===== src/assert_macros.svh =====
// ----------------------------------------------------------------------------
// Assertion macros shared by the voice allocator RTL
// ----------------------------------------------------------------------------
`ifndef ASSERT_MACROS_SVH
`define ASSERT_MACROS_SVH

// Property must hold at every rising edge outside reset
`define ASSERT_PROP(name, clk, rst_n, prop) \
  name: assert property (@(posedge clk) disable iff (!rst_n) prop) \
    else $error("%m: assertion failed");

// Expression must never be true outside reset
`define ASSERT_NEVER(name, clk, rst_n, expr) \
  name: assert property (@(posedge clk) disable iff (!rst_n) !(expr)) \
    else $error("%m: forbidden condition seen");

`endif


===== src/mpva_pkg.sv =====
// ----------------------------------------------------------------------------
// mpva_pkg
// Types, constants and the oscillator base table of the voice allocator.
// ----------------------------------------------------------------------------
`timescale 1ns / 1ps

package mpva_pkg;

  // Build-time configuration
  localparam int Voices = 3;
  localparam logic [63:0] BusClockHz = 64'd1022727;

  localparam int VoiceIdxW = (Voices > 1) ? $clog2(Voices) : 1;
  localparam int VoiceW    = 2;
  localparam int NoteW     = 7;
  localparam int OffNoteW  = 8;
  localparam int NoteOffset = 3;
  localparam int WordW     = 16;
  localparam int ClassW    = 4;
  localparam int OctW      = 4;
  localparam int Semitones = 12;

  // n / 12 as (n * 171) >> 11, exact for n up to 130
  localparam int DivTwelveMul   = 171;
  localparam int DivTwelveShift = 11;
  localparam int ProdW          = 16;

  // Octave 13 is the reference point of the base table (no shift)
  localparam int TopOctave = 13;

  // 2^(r/12) in unsigned Q32, rounded to nearest
  localparam logic [63:0] SemitoneQ32 [Semitones] = '{
    64'd4294967296, 64'd4550359342, 64'd4820937788, 64'd5107605667,
    64'd5411319705, 64'd5733093519, 64'd6074001000, 64'd6435179895,
    64'd6817835604, 64'd7223245206, 64'd7652761717, 64'd8107818609
  };

  localparam int BaseW = $clog2(64'd440 * SemitoneQ32[11] / BusClockHz + 64'd1);

  // floor(440 * 2^(r/12) * 2^32 / bus clock); octave q then shifts right by 13 - q
  localparam logic [BaseW-1:0] FreqBase [Semitones] = '{
    BaseW'(64'd440 * SemitoneQ32[0]  / BusClockHz),
    BaseW'(64'd440 * SemitoneQ32[1]  / BusClockHz),
    BaseW'(64'd440 * SemitoneQ32[2]  / BusClockHz),
    BaseW'(64'd440 * SemitoneQ32[3]  / BusClockHz),
    BaseW'(64'd440 * SemitoneQ32[4]  / BusClockHz),
    BaseW'(64'd440 * SemitoneQ32[5]  / BusClockHz),
    BaseW'(64'd440 * SemitoneQ32[6]  / BusClockHz),
    BaseW'(64'd440 * SemitoneQ32[7]  / BusClockHz),
    BaseW'(64'd440 * SemitoneQ32[8]  / BusClockHz),
    BaseW'(64'd440 * SemitoneQ32[9]  / BusClockHz),
    BaseW'(64'd440 * SemitoneQ32[10] / BusClockHz),
    BaseW'(64'd440 * SemitoneQ32[11] / BusClockHz)
  };

  typedef enum logic {
    ModeNoteOff = 1'b0,
    ModeNoteOn  = 1'b1
  } mode_e;

  typedef enum logic [2:0] {
    ActNoMatch = 3'd0,
    ActStarted = 3'd1,
    ActStopped = 3'd2,
    ActNoVoice = 3'd3,
    ActTooHigh = 3'd4
  } action_e;

  typedef struct packed {
    logic [OffNoteW-1:0] note_n;
    logic [ClassW-1:0]   pitch_class;
    logic [OctW-1:0]     octave;
    logic [WordW-1:0]    word;
    logic                too_high;
  } pitch_t;

  typedef struct packed {
    action_e              action;
    logic [VoiceIdxW-1:0] voice;
    logic                 out_of_voices;
  } alloc_t;

  typedef struct packed {
    action_e           action;
    logic [VoiceW-1:0] voice;
    logic [WordW-1:0]  frequency_word;
    logic [ClassW-1:0] pitch_class;
    logic [OctW-1:0]   octave;
    logic              out_of_voices;
  } result_t;

endpackage


===== src/mpva_if.sv =====
// ----------------------------------------------------------------------------
// mpva_if
// Valid/ready channels for note events and allocation results.
// ----------------------------------------------------------------------------
`timescale 1ns / 1ps

interface mpva_evt_if;
  logic                          valid;
  logic                          ready;
  mpva_pkg::mode_e               mode;
  logic [mpva_pkg::NoteW-1:0]    note;

  modport source (output valid, output mode, output note, input ready);
  modport sink   (input valid, input mode, input note, output ready);
endinterface

interface mpva_res_if;
  logic                          valid;
  logic                          ready;
  mpva_pkg::action_e             action;
  logic [mpva_pkg::VoiceW-1:0]   voice;
  logic [mpva_pkg::WordW-1:0]    frequency_word;
  logic [mpva_pkg::ClassW-1:0]   pitch_class;
  logic [mpva_pkg::OctW-1:0]     octave;
  logic                          out_of_voices;

  modport source (output valid, output action, output voice, output frequency_word,
                  output pitch_class, output octave, output out_of_voices, input ready);
  modport sink   (input valid, input action, input voice, input frequency_word,
                  input pitch_class, input octave, input out_of_voices, output ready);
endinterface


===== src/midi_polyphonic_voice_allocator.sv =====
// ----------------------------------------------------------------------------
// midi_polyphonic_voice_allocator
// Note-on/note-off events in on evt_i, one allocation result per event out
// on res_o; both are valid/ready channels, an item moves when both are high.
// A note-on claims the lowest free voice and reports its oscillator word,
// pitch class and octave; a note-off frees the lowest busy voice holding
// the note. Refusals (no voice free, pitch too high) still give one result.
// An accepted item passes the input register, then the result register,
// and a held result can keep it waiting in the input register.
// Throughput: one item per cycle while results are taken, set by the single
// pass of allocation and table lookup between the two registers; the voice
// state is updated as the result is registered, so the next item sees it.
// Reset: all voices free, out-of-voices flag clear, both stages empty.
// Stall: a held result keeps the result register; the input register still
// takes one more item, then evt_i.ready drops until res_o.ready returns.
// ----------------------------------------------------------------------------
`timescale 1ns / 1ps
`include "assert_macros.svh"

module midi_polyphonic_voice_allocator (
  input  logic              clk_i,
  input  logic              rst_ni,
  mpva_evt_if.sink          evt_i,
  mpva_res_if.source        res_o
);

  // Input stage
  logic                       in_valid_q;
  mpva_pkg::mode_e            in_mode_q;
  logic [mpva_pkg::NoteW-1:0] in_note_q;

  // Result stage
  logic                       out_valid_q;
  mpva_pkg::result_t          out_res_q;

  logic                       advance;
  mpva_pkg::pitch_t           pitch;
  mpva_pkg::alloc_t           alloc;
  mpva_pkg::result_t          res_d;

  // Move the input stage on whenever the result register is free or draining
  assign advance     = in_valid_q && (!out_valid_q || res_o.ready);
  assign evt_i.ready = !in_valid_q || advance;

  always_ff @(posedge clk_i or negedge rst_ni) begin
    if (!rst_ni) begin
      in_valid_q <= 1'b0;
    end else if (evt_i.ready) begin
      in_valid_q <= evt_i.valid;
    end
  end

  always_ff @(posedge clk_i) begin
    if (evt_i.ready && evt_i.valid) begin
      in_mode_q <= evt_i.mode;
      in_note_q <= evt_i.note;
    end
  end

  mpva_pitch u_pitch (
    .note_i  (in_note_q),
    .pitch_o (pitch)
  );

  // State changes only when the item really moves into the result register
  mpva_voices u_voices (
    .clk_i      (clk_i),
    .rst_ni     (rst_ni),
    .commit_i   (advance),
    .mode_i     (in_mode_q),
    .note_n_i   (pitch.note_n),
    .too_high_i (pitch.too_high),
    .alloc_o    (alloc)
  );

  always_comb begin
    res_d.action         = alloc.action;
    res_d.voice          = mpva_pkg::VoiceW'(alloc.voice);
    res_d.frequency_word = (alloc.action == mpva_pkg::ActStarted) ? pitch.word : '0;
    res_d.pitch_class    = pitch.pitch_class;
    res_d.octave         = pitch.octave;
    res_d.out_of_voices  = alloc.out_of_voices;
  end

  always_ff @(posedge clk_i or negedge rst_ni) begin
    if (!rst_ni) begin
      out_valid_q <= 1'b0;
    end else if (!out_valid_q || res_o.ready) begin
      out_valid_q <= in_valid_q;
    end
  end

  always_ff @(posedge clk_i) begin
    if (advance) begin
      out_res_q <= res_d;
    end
  end

  assign res_o.valid          = out_valid_q;
  assign res_o.action         = out_res_q.action;
  assign res_o.voice          = out_res_q.voice;
  assign res_o.frequency_word = out_res_q.frequency_word;
  assign res_o.pitch_class    = out_res_q.pitch_class;
  assign res_o.octave         = out_res_q.octave;
  assign res_o.out_of_voices  = out_res_q.out_of_voices;

  `ASSERT_PROP(a_stalled_input_holds, clk_i, rst_ni,
    in_valid_q && !advance |=> in_valid_q && $stable(in_note_q) && $stable(in_mode_q))

  `ASSERT_NEVER(a_word_only_when_started, clk_i, rst_ni,
    out_valid_q && out_res_q.action != mpva_pkg::ActStarted &&
      out_res_q.frequency_word != '0)

  `ASSERT_NEVER(a_voice_only_when_used, clk_i, rst_ni,
    out_valid_q && out_res_q.action != mpva_pkg::ActStarted &&
      out_res_q.action != mpva_pkg::ActStopped && out_res_q.voice != '0)

endmodule


===== src/mpva_pitch.sv =====
// ----------------------------------------------------------------------------
// mpva_pitch
// Offset note, pitch class, octave and oscillator word with range check.
// ----------------------------------------------------------------------------
`timescale 1ns / 1ps

module mpva_pitch (
  input  logic [mpva_pkg::NoteW-1:0] note_i,
  output mpva_pkg::pitch_t           pitch_o
);

  logic [mpva_pkg::OffNoteW-1:0]  n;
  logic [mpva_pkg::ProdW-1:0]     prod;
  logic [mpva_pkg::OctW-1:0]      q;
  logic [mpva_pkg::OffNoteW-1:0]  q12;
  logic [mpva_pkg::ClassW-1:0]    r;
  logic [mpva_pkg::OctW-1:0]      sh;
  logic [mpva_pkg::BaseW-1:0]     base;
  logic [mpva_pkg::BaseW-1:0]     shifted;

  always_comb begin
    n    = mpva_pkg::OffNoteW'(note_i) + mpva_pkg::OffNoteW'(mpva_pkg::NoteOffset);
    // reciprocal multiply for n / 12
    prod = mpva_pkg::ProdW'(n) * mpva_pkg::ProdW'(mpva_pkg::DivTwelveMul);
    q    = prod[mpva_pkg::DivTwelveShift +: mpva_pkg::OctW];
    q12  = mpva_pkg::OffNoteW'(q) * mpva_pkg::OffNoteW'(mpva_pkg::Semitones);
    r    = mpva_pkg::ClassW'(n - q12);

    base    = mpva_pkg::FreqBase[r];
    sh      = mpva_pkg::OctW'(mpva_pkg::TopOctave) - q;
    shifted = base >> sh;

    pitch_o.note_n      = n;
    pitch_o.pitch_class = r;
    pitch_o.octave      = q;
    pitch_o.word        = shifted[mpva_pkg::WordW-1:0];
    pitch_o.too_high    = |shifted[mpva_pkg::BaseW-1:mpva_pkg::WordW];
  end

endmodule


===== src/mpva_voices.sv =====
// ----------------------------------------------------------------------------
// mpva_voices
// Voice state, lowest-free allocation and note-off release.
// ----------------------------------------------------------------------------
`timescale 1ns / 1ps
`include "assert_macros.svh"

module mpva_voices (
  input  logic                          clk_i,
  input  logic                          rst_ni,
  input  logic                          commit_i,
  input  mpva_pkg::mode_e               mode_i,
  input  logic [mpva_pkg::OffNoteW-1:0] note_n_i,
  input  logic                          too_high_i,
  output mpva_pkg::alloc_t              alloc_o
);

  logic [mpva_pkg::Voices-1:0]   busy_q, busy_d;
  logic [mpva_pkg::OffNoteW-1:0] note_q [mpva_pkg::Voices];
  logic                          exhausted_q, exhausted_d;

  logic                           free_hit, match_hit;
  logic [mpva_pkg::VoiceIdxW-1:0] free_idx, match_idx;
  logic                           ev_exhausted;
  logic                           claim;

  // Priority search, lowest index wins (last assignment)
  always_comb begin
    free_hit  = 1'b0;
    free_idx  = '0;
    match_hit = 1'b0;
    match_idx = '0;
    for (int i = mpva_pkg::Voices - 1; i >= 0; i--) begin
      if (!busy_q[i]) begin
        free_hit = 1'b1;
        free_idx = mpva_pkg::VoiceIdxW'(i);
      end
      if (busy_q[i] && (note_q[i] == note_n_i)) begin
        match_hit = 1'b1;
        match_idx = mpva_pkg::VoiceIdxW'(i);
      end
    end
  end

  always_comb begin
    alloc_o.action = mpva_pkg::ActNoMatch;
    alloc_o.voice  = '0;
    ev_exhausted   = exhausted_q;
    claim          = 1'b0;
    busy_d         = busy_q;

    if (mode_i == mpva_pkg::ModeNoteOn) begin
      if (!free_hit) begin
        ev_exhausted   = 1'b1;
        alloc_o.action = mpva_pkg::ActNoVoice;
      end else if (too_high_i) begin
        alloc_o.action = mpva_pkg::ActTooHigh;
      end else begin
        alloc_o.action = mpva_pkg::ActStarted;
        alloc_o.voice  = free_idx;
        claim          = commit_i;
        if (commit_i) begin
          busy_d[free_idx] = 1'b1;
        end
      end
    end else begin
      ev_exhausted = 1'b0;
      if (match_hit) begin
        alloc_o.action = mpva_pkg::ActStopped;
        alloc_o.voice  = match_idx;
        if (commit_i) begin
          busy_d[match_idx] = 1'b0;
        end
      end
    end

    alloc_o.out_of_voices = ev_exhausted;
    exhausted_d           = commit_i ? ev_exhausted : exhausted_q;
  end

  // Busy flags, held notes and the out-of-voices flag
  always_ff @(posedge clk_i or negedge rst_ni) begin
    if (!rst_ni) begin
      busy_q      <= '0;
      note_q      <= '{default: '0};
      exhausted_q <= 1'b0;
    end else begin
      busy_q      <= busy_d;
      exhausted_q <= exhausted_d;
      if (claim) begin
        note_q[free_idx] <= note_n_i;
      end
    end
  end

  `ASSERT_PROP(a_start_claims_one, clk_i, rst_ni,
    commit_i && alloc_o.action == mpva_pkg::ActStarted |=>
      $countones(busy_q) == $past($countones(busy_q)) + 1)

  `ASSERT_PROP(a_stop_frees_one, clk_i, rst_ni,
    commit_i && alloc_o.action == mpva_pkg::ActStopped |=>
      $countones(busy_q) + 1 == $past($countones(busy_q)))

  `ASSERT_PROP(a_refusal_when_full, clk_i, rst_ni,
    alloc_o.action == mpva_pkg::ActNoVoice |-> (&busy_q))

  `ASSERT_PROP(a_note_off_clears_flag, clk_i, rst_ni,
    commit_i && mode_i == mpva_pkg::ModeNoteOff |=> !exhausted_q)

endmodule


===== src/flat_wrapper.sv =====
// flat-port wrapper written by rule: the top's interface ports become plain ports
module midi_polyphonic_voice_allocator_flat 
  (clk_i, rst_ni, evt_i_valid, evt_i_mode, evt_i_note, evt_i_ready, res_o_valid, res_o_action, res_o_voice, res_o_frequency_word, res_o_pitch_class, res_o_octave, res_o_out_of_voices, res_o_ready);
  mpva_evt_if evt_i_i ();
  mpva_res_if res_o_i ();
  input  logic clk_i;
  input  logic rst_ni;
  input wire logic [$bits(evt_i_i.valid)-1:0] evt_i_valid;
  input wire logic [$bits(evt_i_i.mode)-1:0] evt_i_mode;
  input wire logic [$bits(evt_i_i.note)-1:0] evt_i_note;
  output wire logic [$bits(evt_i_i.ready)-1:0] evt_i_ready;
  output wire logic [$bits(res_o_i.valid)-1:0] res_o_valid;
  output wire logic [$bits(res_o_i.action)-1:0] res_o_action;
  output wire logic [$bits(res_o_i.voice)-1:0] res_o_voice;
  output wire logic [$bits(res_o_i.frequency_word)-1:0] res_o_frequency_word;
  output wire logic [$bits(res_o_i.pitch_class)-1:0] res_o_pitch_class;
  output wire logic [$bits(res_o_i.octave)-1:0] res_o_octave;
  output wire logic [$bits(res_o_i.out_of_voices)-1:0] res_o_out_of_voices;
  input wire logic [$bits(res_o_i.ready)-1:0] res_o_ready;
  assign evt_i_i.valid = evt_i_valid;
  assign evt_i_i.mode = evt_i_mode;
  assign evt_i_i.note = evt_i_note;
  assign evt_i_ready = evt_i_i.ready;
  assign res_o_valid = res_o_i.valid;
  assign res_o_action = res_o_i.action;
  assign res_o_voice = res_o_i.voice;
  assign res_o_frequency_word = res_o_i.frequency_word;
  assign res_o_pitch_class = res_o_i.pitch_class;
  assign res_o_octave = res_o_i.octave;
  assign res_o_out_of_voices = res_o_i.out_of_voices;
  assign res_o_i.ready = res_o_ready;
  midi_polyphonic_voice_allocator u_core (.clk_i(clk_i), .rst_ni(rst_ni), .evt_i(evt_i_i), .res_o(res_o_i));
endmodule

===== config.mk =====
export PLATFORM = sky130hd
export DESIGN_NAME = midi_polyphonic_voice_allocator_flat
export DESIGN_NICKNAME = d
export VERILOG_FILES = /design/src/mpva_pkg.sv /design/src/mpva_if.sv /design/src/midi_polyphonic_voice_allocator.sv /design/src/mpva_pitch.sv /design/src/mpva_voices.sv /design/src/flat_wrapper.sv
export VERILOG_INCLUDE_DIRS = /design/src /design/src/src
export SDC_FILE = /design/constraint.sdc
export NUM_CORES = 1
export LEC_CHECK = 0
export BUFFER_PORTS_ARGS = -buffer_cell sky130_fd_sc_hd__buf_2
export CAP_MARGIN = 5
export CORE_MARGIN = 8
export CORE_UTILIZATION = 50
export CTS_CLUSTER_SIZE = 14
export DETAILED_ROUTE_END_ITERATION = 10
export PLACE_DENSITY = 0.68
export SYNTH_ARGS = -nofsm -noshare
export SYNTH_HDL_FRONTEND = slang
export SYNTH_HIERARCHICAL = 1
export SYNTH_SLANG_ARGS = --single-unit

===== constraint.sdc =====
create_clock -name clk_i -period 15.56 [get_ports clk_i]
set_input_delay 3.112 -clock clk_i [delete_from_list [all_inputs] [get_ports clk_i]]
set_output_delay 3.112 -clock clk_i [all_outputs]
set_load 0.01 [all_outputs]

* Yosys cells after proc, flatten, opt, wreduce, memory -nomap -nowiden
Memories as Yosys holds them, arrays and structs flattened.
Index checks and enable logic that the tools add are counted.
** Storage, ports and cells
- Memories kept :: 1
- Output and inout bits :: 32
- ROM bits :: 352
- Word-level logic and storage cells :: 93
- Bits in registers :: 68
** Memory list
- (no name shown) :: depth 16, bits a word 22, read ports 1, clocked after Yosys merged registers in 0, wr ports 0, RTL line mpva_pitch.sv:29 : base = mpva_pkg::FreqBase[r];
** Cells by class
- Reduce and logical (&&, ||, !) cells :: 15
- Eq/ne operators :: 6
- Magnitude comparators :: 7
- Shift operators :: 1
- Bitwise operators :: 5
- Multiply operators :: 2
- Add/sub/neg operators :: 3
- Mux-type cells :: 38
** Operators by type and width (count)
- 22-bit 2-to-1 mux :: 2
- 24-bit bitwise mux :: 1
- 8-bit == test :: 3
- 3-bit 2-to-1 mux :: 8
- 22-bit by 4-bit right shift with 22-bit output :: 1
- 8-bit demux with 2-bit select :: 1
- 2-bit 2-to-1 mux :: 8
- 8-bit by 8-bit multiplier with 15-bit output (second input constant) :: 1
- 1-bit 2-to-1 mux :: 13
- 7-bit by 2-bit adder with 8-bit output (second input constant) :: 1
- 1-bit logical AND :: 8
- 8-bit 2-to-1 mux :: 1
- 2-bit by 3-bit < comparator with 1-bit output (second input constant) :: 2
- 6-bit OR reduction :: 1
- 5-bit greater-or-equal comparator (second input constant) :: 1
- 5-bit 2-to-1 mux :: 1
- 4-bit inverter with 5-bit output :: 1
- 1-bit demux with 2-bit select :: 2
- 2-bit by 1-bit greater-or-equal comparator with 1-bit output (second input constant) :: 2
- 4-bit by 2-bit multiplier with 2-bit output (second input constant) :: 1
- 4-bit 2-to-1 mux :: 1
- 2-bit != test (second input constant) :: 2
- 4-bit AND reduction :: 1
- 4-bit subtractor :: 1
- 11 further kinds :: 13

* Logic depth before layout (Yosys ltp)
Gate-level depths: netlist of run 1.
- Depth after elaboration :: 15
- Mapped depth :: 34
- Gate-level depth less buffers :: 29

* Modules after synthesis
Netlist of run 1, hierarchy kept.
** By module, submodules not included
- mpva_pitch :: area an instance 3308.2 µm², instances 1, cells an instance 467
- mpva_voices :: area an instance 1532.7 µm², instances 1, cells an instance 129
- midi_polyphonic_voice_allocator :: area an instance 1375.1 µm², instances 1, cells an instance 64

* Worst setup path before layout of run 1
Ideal clock, no wire load.
- Kind :: flip-flop to flip-flop
- Start :: register u_core/in_note_q[0] in the netlist's numbering
- End :: register u_core.out_res_q (netlist bit u_core/res_o.frequency_word[5]), data pin
- Data arrival time :: 7.258 ns
- Required time :: 15.304 ns
- Cell stages (with the launch flop) :: 31
- Setup slack :: 8.046 ns
- Period minus slack after synthesis :: 7.514 ns
- Buffers on the path :: 3
- Cell sequence :: edfxtp_1 inv_1 ha_1 buf_2 xnor2_1 ha_1 fa_1 fa_1 inv_1 fa_1 inv_1 ha_1 a211o_1 a21o_1 buf_6 or2_4 o211ai_4 inv_4 clkbuf_1 ha_1 xnor2_1 xor3_2 xnor2_1 mux2i_1 nor2_1 o32a_1 a211o_1 o31ai_1 mux2_2 mux2i_1 and2_2
** RTL lines
- from (decl) :: RTL line midi_polyphonic_voice_allocator.sv:30 : logic [mpva_pkg::NoteW-1:0] in_note_q;
- from (signal assigned) :: RTL line midi_polyphonic_voice_allocator.sv:56 : in_note_q <= evt_i.note;
- to (signal assigned) :: RTL line midi_polyphonic_voice_allocator.sv:95 : out_res_q <= res_d;
- to (decl) :: RTL line midi_polyphonic_voice_allocator.sv:34 : mpva_pkg::result_t out_res_q;

==> impl_metrics.ini, run 1 <==
[job]
drv_cap = 0

[routing]
ant_nets = 0
routed_wirelength_mm = 15.9
drtIter0Drc = 507
first_pass_iters = 5
drt-wirelength-per-cell_um = 18.7
via_count = 5071
vias_per_cell = 5.97
drc_errors = 0

[floorplanning]
die_h_um = 128
pin_count = 44
initial_core_util = 0.515
std_cell_rows = 40
core_sq_um = 12100
dieArea_sq_um = 16300
dieWidth_um = 128

[logic_synthesis]
synth_area_leader_cell = edfxtp_1
synth_area_sq_um = 6220
synth_cells = 660
synth.top_cell.area_share = 0.184
synthMostInstantiatedCell = nand2_1
yosysUniqueCellTypes = 88
synth_edf_count = 38
synth-seq-area-share = 0.304
ys_ff_latch = 68
ys.flop_type = edfxtp_1
synth-warning-count = 6
synth_nets = 729
synth_area_per_cell_sq_um = 9.42
yosys-top-cells-area = edfxtp_1, dfrtp_1, ha_1
async_flop_share = 0.441
synthTopCellsByCount = nand2_1, inv_1, ha_1

[hold_path]
whs_path_depth = 1
hp-start = u_core/in_valid_q
worstHoldPathType = register to register
whs_endpoint = u_core/res_o.valid

[clock_tree]
post_cts_buffers = 0
clock-sinks = 68
cts_tree = yes
clock-root-buffer = clkbuf_16
numCtsBuffers = 9
clkSlewWorstSetupHoldPaths_ns = 0.06
cts_resized = 0
hold_buffers = 0
htreeDepth = 3
clk_latency_ns = 0.33
ctsLongestPathBuffers = 2

[finish]
areaGrowthSynthToFinish_pct = 9.86
drive_above_1_share = 0.203
fin_nets = 745
num_antenna_cells = 0

[setup_path]
cp-start-kind = register
r2r_slack_ns = 5.72
r2r_cells = 27
reg2reg_to = u_core/u_voices/note_q[7]
critPathKind = register to register
cp-end-kind = register
required_ns = 15.77
cpPeakStageDelay_ns = 0.88
cpMostUsedCell = ha_1
cp_slowest_cell = xnor2_1
crit_path_max_fanout = 26
critical_path_arrival_ns = 10.05
r2r-start = u_core/in_note_q[0]

[placement]
numPortBuffers = 43
gp_congestion = 0.954
place_ws_ns = 5.91
hpwl_mm = 11.9

[status]
status = complete, no violations

[global_routing]
grt_max_degree = 39
gr-total-overflow = 0
grt_pass1_vias = 4741
track_usage = 0.195
antenna_found_initial = 0
grt_first_pass_wirelength_mm = 25.3

[timing]
slew_viol_final = 0
min_period_ns = 9.84
rsz0062_at_grt = false
setup_slack_ns = 5.72
finalSetupViolCount = 0
tns_ns = 0
tightest_slew_ns = 1.17
max_freq_ghz = 0.102
hold_violations = 0
fin_worst_skew_ns = 0.00550
slew_headroom = 0.218
finalCritPeriodShare = 0.632
[how the worst max path moves through the flow]
stage | from | cells past startpoint | end
floorplan | u_core/in_note_q[0] | 30 | u_core/res_o.frequency_word[5]
global placement | u_core/in_note_q[0] | 27 | u_core/u_voices/note_q[1]
detailed placement | u_core/in_note_q[0] | 27 | u_core/u_voices/note_q[2]
CTS | u_core/in_note_q[0] | 27 | u_core/u_voices/note_q[7]
global route | u_core/in_note_q[0] | 27 | u_core/u_voices/note_q[7]
finish | u_core/in_note_q[0] | 27 | u_core/u_voices/note_q[7]
[state kept, by name (all words and copies together) (netlist names)]
signal                       cells
u_core/u_voices/busy_q           3
u_core/in_mode_q                 1
u_core/u_voices/note_q          24
u_core/in_note_q                 7
u_core/u_voices/exhausted_q      1
u_core/res_o.frequency_word     16
u_core/res_o.octave              4
u_core/res_o.voice               2
u_core/in_valid_q                1
u_core/res_o.valid               1
u_core/res_o.pitch_class         4
u_core/res_o.action              3
u_core/res_o.out_of_voices       1
[final cells by class]
class                      count  area [sq um]
clock inverter                 5           108
timing repair buffer          50           268
tap                          168           210
fill                        1046          5230
inverter                      51           194
sequential                    68          1890
multi-input combinational    496          3900
clock buffer                  11           254
[cells in the final DEF, fill, tap and decap left out, types with 10 or more instances in the layout]
master     instances
clkbuf_16         10
inv_1             47
nand2_1           52
mux2_2            23
fa_1              11
nor2_1            44
ha_1              46
nand3_1           20
buf_2             43
o21ai_0           23
nor3_1            15
xnor2_1           35
mux2i_1           14
dfrtp_1           30
and2_2            12
a21oi_1           34
edfxtp_1          38
[critical path, delay by kind of cell, from the launching register on]
| family | cells | cell delay (ns) |
|---|---|---|
| simple gates | 6 | 1.60 |
| mux | 1 | 0.36 |
| compound gates | 5 | 1.62 |
| flops | 1 | 0.59 |
| xor+xnor | 4 | 1.96 |
| buf+inv | 4 | 0.70 |
| fa+ha+maj | 7 | 2.85 |
[cell families (layout without fill, tap and decap cells)]
group,count (synthesis),after routing,synth area share
and+or+nand+nor,192,192,0.159
AOI/OAI and AO/OA,153,153,0.178
buffers and inverters,96,117,0.0700
DFF,68,68,0.304
adders and majority gates,57,57,0.128
muxes,48,48,0.0890
xor gates and xnor gates,46,46,0.0717
[per-layer routing]
layer | track usage | share of wire
met1 | 0.266 | 0.46
met2 | 0.301 | 0.45
met3 | 0.0412 | 0.073
met4 | 0.0644 | 0.018
met5 | 0 | 0
[stage by stage]
| step | utilization | hold WS [ns] | cell area, sq um | instances |
|---|---|---|---|---|
| after floorplan | - | 0.449 | 6220 | 660 |
| after global placement | 0.536 | 0.458 | 6470 | 833 |
| after detailed placement | 0.536 | 0.475 | 6470 | 833 |
| after CTS | 0.566 | 0.497 | 6830 | 849 |
| after global routing | 0.566 | 0.521 | 6830 | 849 |
| final | 0.566 | 0.494 | 6830 | 849 |
Power of run 1 is left out: the tool's default activity adds up to more than one toggle a clock period on the data nets, which glitch-free logic cannot reach.
==> inputs of run 2 (changes only) <==
==> constraint.sdc (replaced) <==
create_clock -name clk_i -period 9.28 [get_ports clk_i]
set_input_delay 1.856 -clock clk_i [delete_from_list [all_inputs] [get_ports clk_i]]
set_output_delay 1.856 -clock clk_i [all_outputs]
set_load 0.01 [all_outputs]
==> run 2 against run 1 <==
Sequential cell count did not move. Clock skew rose by 0.0045 ns. Largest cell class unchanged. Non-clock buffer count rose by 7. Critical path depth rose by 1. Via count rose by 0.83%. Highest routed layer unchanged. Die area did not move. Cell count rose by 0.82%.
==> impl_metrics.ini, run 2 (synthesis results as in run 1) <==
[global_routing]
gr-total-overflow = 0
antenna_found_initial = 0
grt_first_pass_wirelength_mm = 25.9
grt_pass1_vias = 4845
track_usage = 0.201
grt_max_degree = 39

[clock_tree]
clkSlewWorstSetupHoldPaths_ns = 0.06
hold_buffers = 0
ctsLongestPathBuffers = 2
clk_latency_ns = 0.35
clock-root-buffer = clkbuf_16
cts_tree = yes
htreeDepth = 3
clock-sinks = 68
numCtsBuffers = 9

[finish]
areaGrowthSynthToFinish_pct = 9.84
fill_cells = 1066
num_antenna_cells = 0
drive_above_1_share = 0.214
largest_reg_flops = 24
regMostFlops = u_core/u_voices/note_q
final_cell_mix = nand2_1, inv_1, ha_1, nor2_1, buf_2
final_common_cell = nand2_1
final_cells = 856
fin_nets = 752

[routing]
ant_nets = 0
vias_per_cell = 5.97
routed_wirelength_mm = 16.2
first_pass_iters = 6
drt-wirelength-per-cell_um = 19.0
drtIter0Drc = 552
via_count = 5113
drc_errors = 0

[timing]
rsz0062_at_grt = false
finalSetupViolCount = 0
fin_worst_skew_ns = 0.0100
finalCritPeriodShare = 0.915
slew_headroom = 0.347
holdWs_ns = 0.480
slew_viol_final = 0
tightest_slew_ns = 0.973
max_freq_ghz = 0.118
tns_ns = 0
min_period_ns = 8.49
hold_violations = 0

[hold_path]
worstHoldPathType = register to register
whs_path_depth = 1
hp-start = u_core/in_valid_q
whs_endpoint = u_core/res_o.valid

[floorplanning]
std_cell_rows = 40
pin_count = 44
initial_core_util = 0.515
die_h_um = 128
dieArea_sq_um = 16300
core_sq_um = 12100
dieWidth_um = 128

[job]
drv_cap = 0

[status]
status = complete, no violations

[placement]
gp_congestion = 0.919
place_inst = 840
hpwl_mm = 12.2
numPortBuffers = 43

[setup_path]
cp_slowest_cell = nor4bb_4
cpPeakStageDelay_ns = 0.78
cp-end-kind = register
cp-start-kind = register
r2r-start = u_core/in_note_q[0]
required_ns = 9.50
cpMostUsedCell = ha_1
crit_path_max_fanout = 20
critPathTopFamily = adder cells
cp_num_buf_inv = 5
r2r_slack_ns = 0.79
critPathKind = register to register
reg2reg_to = u_core/u_voices/note_q[4]
critical_path_arrival_ns = 8.71
r2r_cells = 28
run 2: per-layer routing:
layer	vias to the layer above	wire length (um)	GRT usage	part of all wire
met5	-	0	0	0
met4	0	358	0.0819	0.022
met3	24	1370	0.0433	0.084
met2	233	7260	0.307	0.45
met1	2452	7250	0.271	0.45
li1	2404	-	-	-
run 2: layout make-up:
type | count | area (sq um) | share of cell area
Clock buffer | 10 | 250 | 0.0367
Clock inverter | 6 | 50.0 | 0.00733
Inverter | 51 | 194 | 0.0284
Multi-Input combinational cell | 496 | 3910 | 0.573
Sequential cell | 68 | 1890 | 0.277
Tap cell | 168 | 210 | 0.0308
Timing Repair Buffer | 57 | 320 | 0.0469
run 2: metrics by stage:
stage / utilization / area (sq um) / setup slack, ns
6_report: 0.566 / 6830 / 0.791
5_1_grt: 0.566 / 6830 / 0.279
4_1_cts: 0.565 / 6820 / 0.501
3_5_place_dp: 0.541 / 6520 / 0.549
3_3_place_gp: 0.541 / 6520 / 0.883
2_1_floorplan: - / 6220 / 1.77
run 2: worst max-delay path by stage:
stage / from / to / slack (ns) / depth (start not counted)
2_1_floorplan: u_core/in_note_q[0] / u_core/res_o.frequency_word[5] / 1.77 / 30
3_3_place_gp: u_core/in_note_q[0] / u_core/res_o.frequency_word[3] / 0.88 / 29
3_5_place_dp: u_core/in_note_q[0] / u_core/u_voices/note_q[4] / 0.55 / 26
4_1_cts: u_core/in_note_q[0] / u_core/u_voices/note_q[4] / 0.50 / 28
5_1_grt: u_core/in_note_q[0] / u_core/u_voices/note_q[4] / 0.28 / 26
6_report: u_core/in_note_q[0] / u_core/u_voices/note_q[4] / 0.79 / 28
run 2: what timing repair did:
item | CTS | global route
endpoints found under the setup margin | 0 | 9
setup buffers | 0 | 0
resized for setup | 0 | 1
Power of run 2 is left out for the same reason.
==> inputs of run 3 (changes only) <==
--- a/config.mk
+++ b/config.mk
@@ -6,13 +6,13 @@
 export SDC_FILE = /design/constraint.sdc
 export NUM_CORES = 1
 export LEC_CHECK = 0
-export BUFFER_PORTS_ARGS = -buffer_cell sky130_fd_sc_hd__buf_2
 export CAP_MARGIN = 5
 export CORE_MARGIN = 8
 export CORE_UTILIZATION = 50
 export CTS_CLUSTER_SIZE = 14
 export DETAILED_ROUTE_END_ITERATION = 10
-export PLACE_DENSITY = 0.68
+export DONT_BUFFER_PORTS = 1
+export MAX_ROUTING_LAYER = met4
 export SYNTH_ARGS = -nofsm -noshare
 export SYNTH_HDL_FRONTEND = slang
 export SYNTH_HIERARCHICAL = 1
==> run 3 against run 2 <==
Setup slack worse by 0.25 ns. Register-to-register slack worse by 0.25 ns. Non-clock buffer count is 42 lower. Clock skew hardly changed. Die area stayed put.
==> impl_metrics.ini, run 3 (synthesis results as in run 1) <==
[global_routing]
grt_pass1_vias = 4659
antenna_found_initial = 0
grt_first_pass_wirelength_mm = 25.8
gr-total-overflow = 0
grt_max_degree = 39
track_usage = 0.207

[finish]
multi_input_area_sq_um = 3900
seq_area_sq_um = 1890
regMostFlops = u_core/u_voices/note_q
largest_reg_flops = 24
final_cell_mix = nand2_1, inv_1, ha_1, nor2_1, edfxtp_1
fill_cells = 1096
final_common_cell = nand2_1
num_antenna_cells = 0
fin_nets = 710
drive_above_1_share = 0.159
areaGrowthSynthToFinish_pct = 6.46

[placement]
hpwl_mm = 12.4
numPortBuffers = 0
gp_congestion = 0.959

[setup_path]
crit_path_max_fanout = 21
cp_num_buf_inv = 4
critical_path_arrival_ns = 8.82
critPathTopFamily = adder cells
cp-end-kind = register
cp_slowest_cell = xnor2_1
critPathKind = register to register
cpPeakStageDelay_ns = 0.59
cp-start-kind = register
cpMostUsedCell = ha_1
required_ns = 9.36

[routing]
first_pass_iters = 5
drc_errors = 0
drt-wirelength-per-cell_um = 20.1
vias_per_cell = 6.06
drtIter0Drc = 382
routed_wirelength_mm = 16.3
via_count = 4929
ant_nets = 0

[clock_tree]
numCtsBuffers = 9
cts_resized = 0
clock-root-buffer = clkbuf_16
post_cts_buffers = 0
hold_buffers = 0
cts_tree = yes
htreeDepth = 3
ctsLongestPathBuffers = 2
clkSlewWorstSetupHoldPaths_ns = 0.06
clock-sinks = 68
clk_latency_ns = 0.33

[timing]
tightest_slew_ns = 0.836
tns_ns = 0
hold_violations = 0
max_freq_ghz = 0.114
rsz0062_at_grt = false
finalCritPeriodShare = 0.942
slew_viol_final = 0
finalSetupViolCount = 0
min_period_ns = 8.74
slew_headroom = 0.441
fin_worst_skew_ns = 0.00976
holdWs_ns = 0.510

[floorplanning]
die_h_um = 128
core_sq_um = 12100
dieWidth_um = 128
initial_core_util = 0.515
std_cell_rows = 40
pin_count = 44
dieArea_sq_um = 16300

[job]
drv_cap = 0

[status]
status = complete, no violations

[hold_path]
worstHoldPathType = register to register
[run 3: cell types whose count changed in the layout (fill, tap and decap cells not counted), sizes merged]
cell,change
inv,-4
clkbuf,+2
clkinv,+2
buf,-42
[run 3: final timing paths]
kind | startpoint | endpoint | slack [ns] | depth (start not counted)
worst min-delay path | u_core/in_valid_q | u_core/res_o.valid | 0.51 | 1
worst max-delay path | u_core/in_note_q[0] | u_core/res_o.frequency_word[3] | 0.54 | 28
max in group asynchronous | rst_ni | u_core/u_voices/note_q[20] | 7.98 | 0
worst max register to register | u_core/in_note_q[0] | u_core/res_o.frequency_word[3] | 0.54 | 28
worst min register to register | u_core/in_valid_q | u_core/res_o.valid | 0.51 | 1
min in group asynchronous | rst_ni | u_core/res_o.valid | 1.22 | 0
[run 3: final cells by class]
| type | instances | share of cell area |
|---|---|---|
| Clock buffer | 12 | 0.0422 |
| Multi-Input combinational cell | 496 | 0.590 |
| Clock inverter | 4 | 0.00397 |
| Timing Repair Buffer | 15 | 0.0170 |
| Inverter | 51 | 0.0293 |
| Sequential cell | 68 | 0.286 |
| Tap cell | 168 | 0.0318 |
[run 3: per-layer routing]
metal | part of all wire | vias to the layer above | wire length, um | GRT usage
li1 | - | 2337 | - | -
met1 | 0.47 | 2373 | 7660 | 0.274
met2 | 0.44 | 185 | 7220 | 0.303
met3 | 0.063 | 34 | 1030 | 0.0470
met4 | 0.025 | 0 | 416 | 0.0791
met5 | 0 | - | 0 | -
[run 3: worst register-to-register path, delay by kind of cell (launching register included)]
| family | cells | cell delay, ns |
|---|---|---|
| mux | 1 | 0.33 |
| buf+inv | 4 | 0.76 |
| compound gates | 8 | 1.81 |
| xor+xnor | 4 | 1.89 |
| flops | 1 | 0.56 |
| simple gates | 5 | 0.88 |
| fa+ha+maj | 6 | 2.26 |
[run 3: per-stage QoR]
stage | setup slack [ns] | std cells | utilization | instance area, sq um
after floorplan | 1.77 | 660 | - | 6220
after global placement | 0.919 | 798 | 0.523 | 6310
after detailed placement | 0.649 | 798 | 0.523 | 6310
after CTS | 0.598 | 814 | 0.549 | 6620
after global routing | 0.0581 | 814 | 0.549 | 6620
final | 0.540 | 814 | 0.549 | 6620
Power of run 3 is left out for the same reason.
